## src/hw/rtl/gyq_pkg.sv

```systemverilog
`timescale 1ns / 1ps
// ----------------------------------------------------------------------------
// gyq_pkg
// Shared widths, constants, control types and the CORDIC arctangent table for
// the gyro yaw integrator.
// ----------------------------------------------------------------------------
package gyq_pkg;

   localparam int TS_BITS        = 32;
   localparam int RATE_BITS      = 16;
   localparam int DT_BITS        = 24;
   localparam int SCALE_BITS     = 24;
   localparam int ANGLE_BITS     = 32;
   localparam int PROD_SHIFT     = 16;
   localparam int PROD_BITS      = ANGLE_BITS + PROD_SHIFT;
   localparam int YAW_BITS       = 16;
   localparam int QZ_BITS        = 16;
   localparam int QW_BITS        = 15;
   localparam int VEC_BITS       = 32;
   localparam int VEC_FRAC       = 30;
   localparam int QUAT_FRAC_BITS = 14;
   localparam int RND_SHIFT      = VEC_FRAC - QUAT_FRAC_BITS;
   localparam int CORDIC_STEPS   = 16;
   localparam int CNT_BITS       = 5;
   localparam int CSR_ADDR_BITS  = 3;
   localparam int CSR_DATA_BITS  = 32;

   localparam logic [DT_BITS-1:0]         DT_MAX      = {DT_BITS{1'b1}};
   localparam logic signed [VEC_BITS-1:0] CORDIC_GAIN = 32'sd652032875;
   localparam logic signed [VEC_BITS:0]   RND_HALF    = 33'sd1 <<< (RND_SHIFT - 1);
   localparam logic signed [VEC_BITS:0]   QUAT_ONE    = 33'sd1 <<< QUAT_FRAC_BITS;

   // register index, taken from paddr[2]
   localparam logic REG_RATE_SCALE = 1'b0;

   typedef enum logic [2:0] {
      S_IDLE,
      S_MUL_SCALE,
      S_MUL_RATE,
      S_ACCUM,
      S_LOAD,
      S_ROTATE,
      S_EMIT
   } gyq_state_type;

   typedef struct packed {
      logic load;
      logic step_scale;
      logic step_rate;
      logic first;
   } gyq_mul_ctrl_type;

   typedef struct packed {
      logic                load;
      logic                step;
      logic [CNT_BITS-1:0] idx;
   } gyq_rot_ctrl_type;

   // atan(2^-i) in 2^-32 turn units
   function automatic logic signed [VEC_BITS-1:0] gyq_atan(input logic [CNT_BITS-1:0] idx);
      logic signed [VEC_BITS-1:0] a;
      case (idx)
         5'd0:    a = 32'sd536870912;
         5'd1:    a = 32'sd316933406;
         5'd2:    a = 32'sd167458907;
         5'd3:    a = 32'sd85004756;
         5'd4:    a = 32'sd42667331;
         5'd5:    a = 32'sd21354465;
         5'd6:    a = 32'sd10679838;
         5'd7:    a = 32'sd5340245;
         5'd8:    a = 32'sd2670163;
         5'd9:    a = 32'sd1335087;
         5'd10:   a = 32'sd667544;
         5'd11:   a = 32'sd333772;
         5'd12:   a = 32'sd166886;
         5'd13:   a = 32'sd83443;
         5'd14:   a = 32'sd41722;
         5'd15:   a = 32'sd20861;
         5'd16:   a = 32'sd10430;
         5'd17:   a = 32'sd5215;
         5'd18:   a = 32'sd2608;
         5'd19:   a = 32'sd1304;
         5'd20:   a = 32'sd652;
         5'd21:   a = 32'sd326;
         5'd22:   a = 32'sd163;
         5'd23:   a = 32'sd81;
         default: a = '0;
      endcase
      return a;
   endfunction

endpackage

```

## src/hw/rtl/gyq_csr.sv

```systemverilog
`timescale 1ns / 1ps
// ----------------------------------------------------------------------------
// gyq_csr
// Register port holding the rate scale factor.
// ----------------------------------------------------------------------------
module gyq_csr import gyq_pkg::*; (
   input  logic                     clock,
   input  logic                     reset,
   input  logic                     csr_psel,
   input  logic                     csr_penable,
   input  logic                     csr_pwrite,
   input  logic [CSR_ADDR_BITS-1:0] csr_paddr,
   input  logic [CSR_DATA_BITS-1:0] csr_pwdata,
   output logic [CSR_DATA_BITS-1:0] csr_prdata,
   output logic                     csr_pready,
   output logic [SCALE_BITS-1:0]    rate_scale
);

   logic [SCALE_BITS-1:0] scale_ff;
   logic [SCALE_BITS-1:0] scale_in;
   logic                  wr_hit;

   assign csr_pready = 1'b1;
   assign wr_hit     = csr_psel && csr_penable && csr_pwrite
                       && (csr_paddr[2] == REG_RATE_SCALE);

   always_comb begin
      scale_in = scale_ff;
      if (wr_hit) begin
         scale_in = csr_pwdata[SCALE_BITS-1:0];
      end
   end

   always_ff @(posedge clock) begin
      if (reset) begin
         scale_ff <= '0;
      end else begin
         scale_ff <= scale_in;
      end
   end

   always_comb begin
      csr_prdata = '0;
      if (csr_paddr[2] == REG_RATE_SCALE) begin
         csr_prdata = {{(CSR_DATA_BITS-SCALE_BITS){1'b0}}, scale_ff};
      end
   end

   assign rate_scale = scale_ff;

endmodule

```

## src/hw/rtl/gyq_smul.sv

```systemverilog
`timescale 1ns / 1ps
// ----------------------------------------------------------------------------
// gyq_smul
// Bit-serial multiplier: dt * scale one dt bit per cycle, then times the
// signed rate one rate bit per cycle, msb first, modulo 2^PROD_BITS.
// ----------------------------------------------------------------------------
module gyq_smul import gyq_pkg::*; (
   input  logic                         clock,
   input  gyq_mul_ctrl_type             ctrl,
   input  logic [DT_BITS-1:0]           dt,
   input  logic signed [RATE_BITS-1:0]  rate,
   input  logic [SCALE_BITS-1:0]        scale,
   output logic [ANGLE_BITS-1:0]        increment
);

   logic [DT_BITS-1:0]   dt_sh_ff,   dt_sh_in;
   logic [RATE_BITS-1:0] rate_sh_ff, rate_sh_in;
   logic [PROD_BITS-1:0] m1_ff,      m1_in;
   logic [PROD_BITS-1:0] p_ff,       p_in;
   logic [PROD_BITS-1:0] addend;

   always_comb begin
      dt_sh_in   = dt_sh_ff;
      rate_sh_in = rate_sh_ff;
      m1_in      = m1_ff;
      p_in       = p_ff;
      addend     = '0;
      if (rate_sh_ff[RATE_BITS-1]) begin
         // sign bit carries negative weight
         addend = ctrl.first ? (~m1_ff + 1'b1) : m1_ff;
      end
      if (ctrl.load) begin
         dt_sh_in   = dt;
         rate_sh_in = rate;
         m1_in      = '0;
         p_in       = '0;
      end else if (ctrl.step_scale) begin
         m1_in    = {m1_ff[PROD_BITS-2:0], 1'b0}
                    + (dt_sh_ff[DT_BITS-1]
                       ? {{(PROD_BITS-SCALE_BITS){1'b0}}, scale} : '0);
         dt_sh_in = {dt_sh_ff[DT_BITS-2:0], 1'b0};
      end else if (ctrl.step_rate) begin
         p_in       = {p_ff[PROD_BITS-2:0], 1'b0} + addend;
         rate_sh_in = {rate_sh_ff[RATE_BITS-2:0], 1'b0};
      end
   end

   always_ff @(posedge clock) begin
      dt_sh_ff   <= dt_sh_in;
      rate_sh_ff <= rate_sh_in;
      m1_ff      <= m1_in;
      p_ff       <= p_in;
   end

   assign increment = p_ff[PROD_SHIFT +: ANGLE_BITS];

endmodule

```

## src/hw/rtl/gyq_cordic.sv

```systemverilog
`timescale 1ns / 1ps
// ----------------------------------------------------------------------------
// gyq_cordic
// Iterative rotation-mode CORDIC, one step per cycle, giving sin and cos of
// half the yaw angle rounded and clamped to Q1.14.
// ----------------------------------------------------------------------------
module gyq_cordic import gyq_pkg::*; (
   input  logic                        clock,
   input  gyq_rot_ctrl_type            ctrl,
   input  logic [ANGLE_BITS-1:0]       angle,
   output logic signed [QZ_BITS-1:0]   quat_z,
   output logic [QW_BITS-1:0]          quat_w
);

   logic signed [VEC_BITS-1:0] x_ff, x_in;
   logic signed [VEC_BITS-1:0] y_ff, y_in;
   logic signed [VEC_BITS-1:0] z_ff, z_in;
   logic signed [VEC_BITS-1:0] sx;
   logic signed [VEC_BITS-1:0] sy;
   logic signed [VEC_BITS-1:0] atan_val;
   logic signed [VEC_BITS:0]   y_rnd;
   logic signed [VEC_BITS:0]   x_rnd;

   assign sx       = x_ff >>> ctrl.idx;
   assign sy       = y_ff >>> ctrl.idx;
   assign atan_val = gyq_atan(ctrl.idx);

   always_comb begin
      x_in = x_ff;
      y_in = y_ff;
      z_in = z_ff;
      if (ctrl.load) begin
         x_in = CORDIC_GAIN;
         y_in = '0;
         // half angle, 2^-32 turn units
         z_in = {angle[ANGLE_BITS-1], angle[ANGLE_BITS-1:1]};
      end else if (ctrl.step) begin
         if (!z_ff[VEC_BITS-1]) begin
            x_in = x_ff - sy;
            y_in = y_ff + sx;
            z_in = z_ff - atan_val;
         end else begin
            x_in = x_ff + sy;
            y_in = y_ff - sx;
            z_in = z_ff + atan_val;
         end
      end
   end

   always_ff @(posedge clock) begin
      x_ff <= x_in;
      y_ff <= y_in;
      z_ff <= z_in;
   end

   // round half up, then clamp
   assign y_rnd = ($signed({y_ff[VEC_BITS-1], y_ff}) + RND_HALF) >>> RND_SHIFT;
   assign x_rnd = ($signed({x_ff[VEC_BITS-1], x_ff}) + RND_HALF) >>> RND_SHIFT;

   always_comb begin
      if (y_rnd < -QUAT_ONE) begin
         quat_z = QZ_BITS'(-QUAT_ONE);
      end else if (y_rnd > QUAT_ONE) begin
         quat_z = QZ_BITS'(QUAT_ONE);
      end else begin
         quat_z = y_rnd[QZ_BITS-1:0];
      end
      if (x_rnd < 0) begin
         quat_w = '0;
      end else if (x_rnd > QUAT_ONE) begin
         quat_w = QW_BITS'(QUAT_ONE);
      end else begin
         quat_w = x_rnd[QW_BITS-1:0];
      end
   end

endmodule

```

## src/hw/rtl/gyro_yaw_integrator_quaternion.sv

```systemverilog
`timescale 1ns / 1ps
// ----------------------------------------------------------------------------
// gyro_yaw_integrator_quaternion
// Integrates gyro z rate over sample time into a wrapping yaw angle and
// returns the angle with its yaw quaternion (z, w) in Q1.14.
//
// channel  direction  content
// req_     in         timestamp_us, yaw_rate
// rsp_     out        yaw_angle, quat_z, quat_w
// csr_     in/out     rate_scale at byte address 0
//
// the first sample after reset returns nothing.
// every later sample runs, from acceptance to result, the bit-serial dt*scale
// product, the times-rate product, the add and the CORDIC load, 16 CORDIC
// steps and the result register; the next sample is taken only once the
// block is back in the idle state.
// req_tready is high only between samples; a held result blocks the final
// register load, and no new sample is taken while it waits.
// reset clears the yaw, the stored time, the start flag and rate_scale.
// ----------------------------------------------------------------------------
module gyro_yaw_integrator_quaternion import gyq_pkg::*; (
   input  logic                     clock,
   input  logic                     reset,
   input  logic                     req_tvalid,
   output logic                     req_tready,
   input  logic [47:0]              req_tdata,  // timestamp_us[31:0], yaw_rate[47:32]
   output logic                     rsp_tvalid,
   input  logic                     rsp_tready,
   output logic [47:0]              rsp_tdata,  // yaw_angle[15:0], quat_z[31:16],
                                                // quat_w[46:32], zero[47]
   input  logic                     csr_psel,
   input  logic                     csr_penable,
   input  logic                     csr_pwrite,
   input  logic [CSR_ADDR_BITS-1:0] csr_paddr,
   input  logic [CSR_DATA_BITS-1:0] csr_pwdata,
   output logic [CSR_DATA_BITS-1:0] csr_prdata,
   output logic                     csr_pready
);

   gyq_state_type state_ff, state_in;
   logic [CNT_BITS-1:0]   cnt_ff, cnt_in;
   logic                  started_ff, started_in;
   logic [TS_BITS-1:0]    prev_ts_ff, prev_ts_in;
   logic [ANGLE_BITS-1:0] acc_ff, acc_in;
   logic                  rsp_valid_ff, rsp_valid_in;
   logic [YAW_BITS-1:0]   yaw_ff, yaw_in;
   logic [QZ_BITS-1:0]    qz_ff, qz_in;
   logic [QW_BITS-1:0]    qw_ff, qw_in;

   logic [TS_BITS-1:0]          ts;
   logic signed [RATE_BITS-1:0] rate;
   logic [TS_BITS-1:0]          ts_diff;
   logic [DT_BITS-1:0]          dt;
   logic [SCALE_BITS-1:0]       rate_scale;
   logic [ANGLE_BITS-1:0]       increment;
   logic signed [QZ_BITS-1:0]   quat_z;
   logic [QW_BITS-1:0]          quat_w;
   logic                        req_fire;
   logic                        out_free;
   logic                        acc_en;
   logic                        out_load;
   gyq_mul_ctrl_type            mul_ctrl;
   gyq_rot_ctrl_type            rot_ctrl;

   assign ts       = req_tdata[TS_BITS-1:0];
   assign rate     = req_tdata[TS_BITS +: RATE_BITS];
   assign ts_diff  = ts - prev_ts_ff;
   assign dt       = (|ts_diff[TS_BITS-1:DT_BITS]) ? DT_MAX : ts_diff[DT_BITS-1:0];
   assign req_fire = req_tvalid && req_tready;
   assign out_free = !rsp_valid_ff || rsp_tready;

   gyq_csr u_csr (
      .clock       (clock),
      .reset       (reset),
      .csr_psel    (csr_psel),
      .csr_penable (csr_penable),
      .csr_pwrite  (csr_pwrite),
      .csr_paddr   (csr_paddr),
      .csr_pwdata  (csr_pwdata),
      .csr_prdata  (csr_prdata),
      .csr_pready  (csr_pready),
      .rate_scale  (rate_scale)
   );

   gyq_smul u_smul (
      .clock     (clock),
      .ctrl      (mul_ctrl),
      .dt        (dt),
      .rate      (rate),
      .scale     (rate_scale),
      .increment (increment)
   );

   gyq_cordic u_cordic (
      .clock  (clock),
      .ctrl   (rot_ctrl),
      .angle  (acc_ff),
      .quat_z (quat_z),
      .quat_w (quat_w)
   );

   // next state
   always_comb begin
      state_in = state_ff;
      case (state_ff)
         S_IDLE: begin
            if (req_fire && started_ff) begin
               state_in = S_MUL_SCALE;
            end
         end
         S_MUL_SCALE: begin
            if (cnt_ff == CNT_BITS'(DT_BITS - 1)) begin
               state_in = S_MUL_RATE;
            end
         end
         S_MUL_RATE: begin
            if (cnt_ff == CNT_BITS'(RATE_BITS - 1)) begin
               state_in = S_ACCUM;
            end
         end
         S_ACCUM: state_in = S_LOAD;
         S_LOAD:  state_in = S_ROTATE;
         S_ROTATE: begin
            if (cnt_ff == CNT_BITS'(CORDIC_STEPS - 1)) begin
               state_in = S_EMIT;
            end
         end
         S_EMIT: begin
            if (out_free) begin
               state_in = S_IDLE;
            end
         end
         default: state_in = S_IDLE;
      endcase
   end

   // state outputs
   always_comb begin
      req_tready          = 1'b0;
      mul_ctrl            = '0;
      rot_ctrl            = '0;
      acc_en              = 1'b0;
      out_load            = 1'b0;
      rot_ctrl.idx        = cnt_ff;
      mul_ctrl.first      = (cnt_ff == '0);
      case (state_ff)
         S_IDLE: begin
            req_tready    = 1'b1;
            mul_ctrl.load = req_fire;
         end
         S_MUL_SCALE: mul_ctrl.step_scale = 1'b1;
         S_MUL_RATE:  mul_ctrl.step_rate  = 1'b1;
         S_ACCUM:     acc_en              = 1'b1;
         S_LOAD:      rot_ctrl.load       = 1'b1;
         S_ROTATE:    rot_ctrl.step       = 1'b1;
         S_EMIT:      out_load            = out_free;
         default: begin
            req_tready = 1'b0;
         end
      endcase
   end

   always_comb begin
      cnt_in       = (state_in != state_ff) ? '0 : cnt_ff + 1'b1;
      started_in   = started_ff;
      prev_ts_in   = prev_ts_ff;
      acc_in       = acc_ff;
      rsp_valid_in = rsp_valid_ff;
      yaw_in       = yaw_ff;
      qz_in        = qz_ff;
      qw_in        = qw_ff;
      if (req_fire) begin
         started_in = 1'b1;
         prev_ts_in = ts;
      end
      if (acc_en) begin
         acc_in = acc_ff + increment;
      end
      if (rsp_tvalid && rsp_tready) begin
         rsp_valid_in = 1'b0;
      end
      if (out_load) begin
         rsp_valid_in = 1'b1;
         yaw_in       = acc_ff[ANGLE_BITS-1 -: YAW_BITS];
         qz_in        = quat_z;
         qw_in        = quat_w;
      end
   end

   always_ff @(posedge clock) begin
      if (reset) begin
         state_ff     <= S_IDLE;
         cnt_ff       <= '0;
         started_ff   <= 1'b0;
         prev_ts_ff   <= '0;
         acc_ff       <= '0;
         rsp_valid_ff <= 1'b0;
      end else begin
         state_ff     <= state_in;
         cnt_ff       <= cnt_in;
         started_ff   <= started_in;
         prev_ts_ff   <= prev_ts_in;
         acc_ff       <= acc_in;
         rsp_valid_ff <= rsp_valid_in;
      end
   end

   always_ff @(posedge clock) begin
      yaw_ff <= yaw_in;
      qz_ff  <= qz_in;
      qw_ff  <= qw_in;
   end

   assign rsp_tvalid = rsp_valid_ff;
   assign rsp_tdata  = {1'b0, qw_ff, qz_ff, yaw_ff};

   // a result is only loaded at the end of a rotation
   a_load_from_emit: assert property (@(posedge clock) disable iff (reset)
      $rose(rsp_valid_ff) |-> $past(state_ff == S_EMIT))
      else $error("result loaded outside emit state");

   // the yaw only moves once per sample, after both products
   a_acc_only_in_accum: assert property (@(posedge clock) disable iff (reset)
      (acc_ff != $past(acc_ff)) |-> $past(state_ff == S_ACCUM))
      else $error("yaw accumulator changed outside accumulate step");

   // the rotation never runs past its step count
   a_rotate_bound: assert property (@(posedge clock) disable iff (reset)
      state_ff == S_ROTATE |-> cnt_ff < CNT_BITS'(CORDIC_STEPS))
      else $error("cordic step index out of range");

   // a first sample after reset never starts the multiplier
   a_first_no_work: assert property (@(posedge clock) disable iff (reset)
      (req_fire && !started_ff) |=> state_ff == S_IDLE && started_ff)
      else $error("first sample started a computation");

   // cosine of half yaw stays within one
   a_quat_w_range: assert property (@(posedge clock) disable iff (reset)
      rsp_valid_ff |-> qw_ff <= QW_BITS'(QUAT_ONE))
      else $error("quat_w out of range");

endmodule

```

## config.mk

```make
export PLATFORM = sky130hd
export DESIGN_NAME = gyro_yaw_integrator_quaternion
export DESIGN_NICKNAME = d
export VERILOG_FILES = /design/src/hw/rtl/gyq_pkg.sv /design/src/hw/rtl/gyq_csr.sv /design/src/hw/rtl/gyq_smul.sv /design/src/hw/rtl/gyq_cordic.sv /design/src/hw/rtl/gyro_yaw_integrator_quaternion.sv
export SDC_FILE = /design/constraint.sdc
export NUM_CORES = 2
export LEC_CHECK = 0
export BUFFER_PORTS_ARGS = -buffer_cell sky130_fd_sc_hd__buf_2
export CAP_MARGIN = 10
export CORE_UTILIZATION = 60
export DETAILED_ROUTE_END_ITERATION = 8
export PLACE_DENSITY = 0.78
export SYNTH_ARGS = -nofsm -noshare
export SYNTH_HDL_FRONTEND = slang
export SYNTH_SLANG_ARGS = --single-unit
```

## constraint.sdc

```tcl
create_clock -name clock -period 11.95 [get_ports clock]
set_clock_uncertainty 0.05 [all_clocks]
set_input_delay 1.195 -clock clock [delete_from_list [all_inputs] [get_ports clock]]
set_output_delay 1.195 -clock clock [all_outputs]
set_load 0.03 [all_outputs]
```

# --- Word-level counts from Yosys, hierarchy flattened ---
# Memories as Yosys holds them, arrays and structs flattened. A register that Yosys moved wholly into a read port is not among the register bits.
# Cells that the tools add are included.
word_totals:
  romBits: 960
  output_inout_bits: 83
  elab_cells: 107
  regBits: 377
  n_memories: 1
mem_list:
  columns: ["memory", "depth", "width", "read_ports", "rd_ports_with_merged_regs", "write_ports", "line_no", "rtl"]
  rows:
  - ["(no name shown)", 32, 30, 1, 1, 0, "gyq_pkg.sv:62", "case (idx)"]
classes:
  n_mux: 34
  n_bitwise: 3
  order_cmp: 4
  shifts: 2
  reduce_logical: 20
  eq_ne: 10
  add_sub_neg: 14
ops:
  columns: ["cell", "n"]
  rows:
  - ["2-to-1 mux 32 bit", 5]
  - ["adder 32 bit", 4]
  - ["subtractor 32 bit", 4]
  - ["2-to-1 mux 24 bit", 5]
  - ["adder 48 bit", 2]
  - ["2-to-1 mux 48 bit", 2]
  - ["adder 32 x 17 -> 33 bit (second input constant)", 2]
  - ["2-to-1 mux 16 bit", 4]
  - [">>> shifter 32 x 5 -> 32 bit", 2]
  - ["adder 48 x 1 -> 48 bit (second input constant)", 1]
  - ["inverter 48 bit", 1]
  - ["greater-than comparator 17 x 16 -> 1 bit (second input constant)", 2]
  - ["one-hot mux 3 bit (7 select lines)", 1]
  - ["less-than comparator 17 x 1 -> 1 bit (second input constant)", 1]
  - ["less-than comparator 17 x 15 -> 1 bit (second input constant)", 1]
  - ["2-to-1 mux 15 bit", 1]
  - ["2-to-1 mux 3 bit", 5]
  - ["2-to-1 mux 1 bit", 10]
  - ["== test 3 bit (second input constant)", 3]
  - ["nonzero test 2 bit", 4]
  - ["OR reduction 8 bit", 1]
  - ["== test 3 x 2 -> 1 bit (second input constant)", 2]
  - ["logical AND 1 bit", 6]
  - ["OR reduction 2 bit", 3]
  - ["other kinds (13)", 15]

# --- Logic depth before layout (Yosys ltp) ---
logic_depth:
  ltp_word: 9
  ltp_mapped: 29

# --- By module ---
# Synthesis repeated with hierarchy kept, for this count alone.
unflattened:
  cells_unflattened: 4287
  hier_area_um2: 35470.3
by_module_without_submodules:
  columns: ["module", "instances", "area_each_um2", "cells_per_inst"]
  rows:
  - ["gyq_cordic", 1, 16115.5, 2000]
  - ["gyq_smul", 1, 10605.2, 1285]
  - ["gyro_yaw_integrator_quaternion", 1, 7405.9, 860]
  - ["gyq_csr", 1, 1343.8, 142]

# --- Worst setup path before layout ---
# OpenSTA, ideal clock, no wires.
synth_path:
  path_type: "flip-flop to flip-flop"
  from: "register cnt_ff[0]"
  to: "register u_cordic.y_ff[28]"
  setup_time_ns: 0.129
  arrival_ns: 5.508
  path_slack_ns: 6.263
  stages_incl_launch_ff: 29
  n_path_buf: 6
  path_cell_list: "dfxtp_1 > buf_6 > buf_12 > buf_6 > buf_4 > buf_2 > mux2_2 > a221oi_1 > o211ai_1 > o221ai_1 > ha_1 > inv_1 > nor4b_4 > nand2_4 > nor2_1 > a21oi_1 > o21a_1 > ha_1 > clkbuf_1 > a21o_1 > a21o_1 > a211oi_1 > nor2_1 > a211oi_1 > a21oi_1 > or4_1 > a31oi_1 > xor2_1 > o21ai_0"
synth_between:
  elab_chain_len: 3
  word_cells_on_any_way: 4
synth_rtl:
  columns: ["element", "line_no", "rtl"]
  rows:
  - ["start, declared", "gyro_yaw_integrator_quaternion.sv:41", "logic [CNT_BITS-1:0] cnt_ff, cnt_in;"]
  - ["start signal, assigned", "gyro_yaw_integrator_quaternion.sv:200", "cnt_ff <= cnt_in;"]
  - [">>> shifter 32 x 5 -> 32 bit (*)", "gyq_cordic.sv:24", "assign sx = x_ff >>> ctrl.idx;"]
  - ["adder 32 bit or subtractor 32 bit (tied branches)", "gyq_cordic.sv:40, gyq_cordic.sv:44", null]
  - ["2-to-1 mux 32 bit (*)", "gyq_cordic.sv:38", "if (!z_ff[VEC_BITS-1]) begin"]
  - ["end signal, assigned", "gyq_cordic.sv:52", "y_ff <= y_in;"]
  - ["end, declared", "gyq_cordic.sv:16", "logic signed [VEC_BITS-1:0] y_ff, y_in;"]
# Every way passes the cells marked *; elsewhere a longest branch is shown, timed or not.
# A chain may end at the register's enable or synchronous reset.

# --- Worst setup path after layout ---
layout_path:
  from: "register cnt_ff[0]"
  to: "register u_cordic.y_ff[31]"
# The elaborated chain is that of the path after synthesis.

==> results.yml <==
sta:
  rsz0062_at_grt: "false"
  setup_ws_ns: 4.66
  fin_setup_tns_ns: 0
  hold_violations: 0
  setup_viol: 0
  layout_min_cycle_time_ns: 7.29
  drv_slew: 0
  fmax_ghz: 0.137
  tightest_slew_ns: 1.14
  slew_headroom_pct: 24.0
  period_share_pct: 61.0
  whs_ns: 0.401
setup_path:
  r2r_setup_slack_ns: 4.66
  setup.worst_path.class: "reg2reg"
  r2r_start: "cnt_ff[0]"
  r2r_cells: 21
  cp.required_ns: 12.40
  worstSetupStartpointType: "flip-flop"
  r2r_end: "u_cordic.y_ff[31]"
  cp.arrival_ns: 7.74
  cp_max_fo: 52
  end_kind: "flip-flop"
synthesis:
  async_reset_ff_share_pct: 0
  synth_area_per_cell_um2: 7.88
  ys_warn_count: 0
  yosysMostFrequentCell: "nand2_1"
  synth_edf_count: 119
  netlist_area_mm2: 0.0350
  synth_largest_area_cell: "dfxtp_1"
  ys_ff_latch: 407
  synthTopCellsByCount: "nand2_1 (613), a21oi_1 (470), nor2_1 (345)"
  yosysSeqAreaShare_pct: 26.7
  ys_dominant_reg_cell: "dfxtp_1"
  synth_cells: 4441
  synth_top_area_share_pct: 16.5
  ys_types: 100
  synth.top_cells.by_area: "dfxtp_1 (16%), edfxtp_1 (10%), ha_1 (8.8%), a21oi_1 (6.7%), nand2_1 (6.6%)"
die:
  die-area_mm2: 0.0593
  pin_count: 173
  dieHeight_um: 243
  initial_core_util_pct: 60.6
  dieWidth_um: 243
  core-area_mm2: 0.0577
  rows: 88
clock_tree:
  clock_sinks: 407
  tritoncts: "done"
  worstSkewPairLatency_ns: 0.60
  clk_pin_slew_ns: 0.06
  cts-hold-fix-buffers: 0
  cts_resized: 0
  cts_setup_buffers: 0
  clockBufferDepth: 3
  cts_max_level: 2
  cts_root_buf: "clkbuf_16"
  cts_buffers: 47
detailed_routing:
  drtAntennaViolNets: 0
  drc: 0
  drtIter0Drc: 2797
  drtPass1Iterations: 6
  vias_per_cell: 6.21
  vias: 32500
  routed_wl_um: 92500
  wire_per_inst_um: 17.7
finish:
  fin_nets: 4768
  fill_cells: 5095
  drive_gt1_share_pct: 8.65
  synthToLayoutAreaGrowth_pct: 7.10
  final_cell_area_mm2: 0.0375
hold_path:
  holdPathEnd: "prev_ts_ff[25]"
  hold_depth: 2
  hp-start: "prev_ts_ff[25]"
  hold_path.class: "reg2reg"
power_and_ir_drop:
  ir_worst_vdd_v: 0.000102
  powerDensity_mw_per_mm2: 130
  leakage_nw: 15.5
  finalPower_mw: 4.88
global_route:
  grt_pass1_vias: 29600
  grt_pass1_wl_um: 152000
  grt_max_degree: 95
  antenna_found_initial: 3
  grt_usage_pct: 30.4
  overflow: 0
outcome:
  status: "finished clean"
placement:
  io_buffer_count: 152
  place_ws_ns: 4.76
  place.gp.congestion: 1.00
  hpwl_um: 66500
  place_area_mm2: 0.0359
run:
  drv_cap: 0
[placed cells by master (no fill, tap or decap), types with 17 or more instances in the layout]
cell type  netlist  final
nand2b_1        50     50
a21oi_1        470    470
and2_1          87     85
inv_1          128    127
buf_4           11     34
o31ai_1         26     26
or3_1           38     38
a211oi_1        45     45
o21bai_1        35     35
nand4_1         29     29
a31oi_1         71     71
clkbuf_16        0     49
a21o_1         109    109
mux2_2          38     38
and3_1          35     35
nor2b_1         59     58
nor4_1          28     28
o21ai_0        291    291
ha_1           247    247
edfxtp_1       119    119
nor3_1          89     88
nand3_1        107    107
o22ai_1         21     21
mux2i_1         39     39
xor2_1         173    173
xnor2_1        184    184
nand2_1        613    612
o21a_1          36     36
dfxtp_1        288    284
o211ai_1        24     24
buf_2           13    151
a221oi_1        17     17
nor2_1         345    344
mux4_2          40     40
[per-stage QoR]
| step | util [%] | instances |
|---|---|---|
| after floorplan | - | 4449 |
| after detailed placement | 62.1 | 5140 |
| after CTS | 64.9 | 5226 |
| after global routing | 64.9 | 5226 |
| after global placement | 62.1 | 5140 |
| final | 64.9 | 5227 |
[how the worst max path moves through the flow]
stage                     slack (ns)                end  startpoint  cells after the start
final                           4.66  u_cordic.y_ff[31]   cnt_ff[0]                     21
after floorplan                 6.26  u_cordic.y_ff[28]   cnt_ff[0]                     28
after global routing            4.02  u_cordic.x_ff[31]   cnt_ff[0]                     24
after global placement          4.82  u_cordic.y_ff[31]   cnt_ff[0]                     21
after CTS                       4.75  u_cordic.x_ff[31]   cnt_ff[0]                     23
after detailed placement        4.76  u_cordic.x_ff[31]   cnt_ff[0]                     23
[worst max-delay path: stages (launching register included)]
cell and delay, ns:
dfxtp_4 0.70, buf_4 0.68, mux4_1 0.73, mux2_2 0.34
a2111o_1 0.45, a32oi_2 0.28, nand3_2 0.19, nor3_1 0.42
a21oi_1 0.15, xor2_1 0.18, ha_1 0.36, nand2_1 0.09
nor2_1 0.14, o311ai_0 0.22, o21ai_0 0.48, a311o_1 0.36
a31oi_1 0.19, o2111ai_1 0.40, nand4_1 0.18, a21o_1 0.20
a31o_1 0.21, a21o_1 0.17
[state kept, by name (all words and copies together), names as in the netlist, 5 cells and up]
signal / count
u_cordic.y_ff: 32
u_smul.rate_sh_ff: 16
prev_ts_ff: 32
u_smul.p_ff: 48
qz_ff: 16
u_cordic.z_ff: 32
u_smul.dt_sh_ff: 24
u_cordic.x_ff: 32
cnt_ff: 5
u_smul.m1_ff: 48
u_csr.rate_scale: 24
acc_ff: 32
qw_ff: 15
yaw_ff: 16
u_cordic.atan_val: 30
[cell type report]
class                   instances  area, um2  area share [%]
clock buffers                  62       1310            3.48
clock inverters                24        305           0.815
flip-flops and latches        407       9350            25.0
inverters                     131        492            1.31
repair buffers                185       1010            2.70
multi-input cells            3652      24000            64.2
diodes                          1       2.50         0.00668
well taps                     765        957            2.55
[power by group]
| group | switching, mW | internal (mW) | total [mW] |
|---|---|---|---|
| sequential | 0.110 | 1.50 | 1.61 |
| clock | 0.619 | 0.904 | 1.52 |
| combinational | 1.02 | 0.728 | 1.74 |
| total | 1.75 | 3.13 | 4.88 |
[cell families (layout without fill, tap and decap cells)]
kind of cell | count (synthesis) | count (layout) | share of synthesized area (%)
xor+xnor | 357 | 357 | 8.94
flops | 407 | 407 | 26.7
simple gates | 1571 | 1571 | 21.1
fa+ha+maj | 254 | 254 | 9.23
compound gates | 1334 | 1334 | 23.6
other cells | 2 | 11 | 0.0215
mux | 126 | 126 | 5.59
buf+inv | 390 | 402 | 4.77
[per-layer routing]
layer,part of all wire [%],GRT usage (%),vias to the layer above
li1,-,-,16000
met1,46,42.7,15100
met2,44,48.8,1206
met3,7.5,4.63,153
met4,2.1,7.45,2
met5,0.014,0,-
No activity file was read; power rests on OpenSTA's default activity.
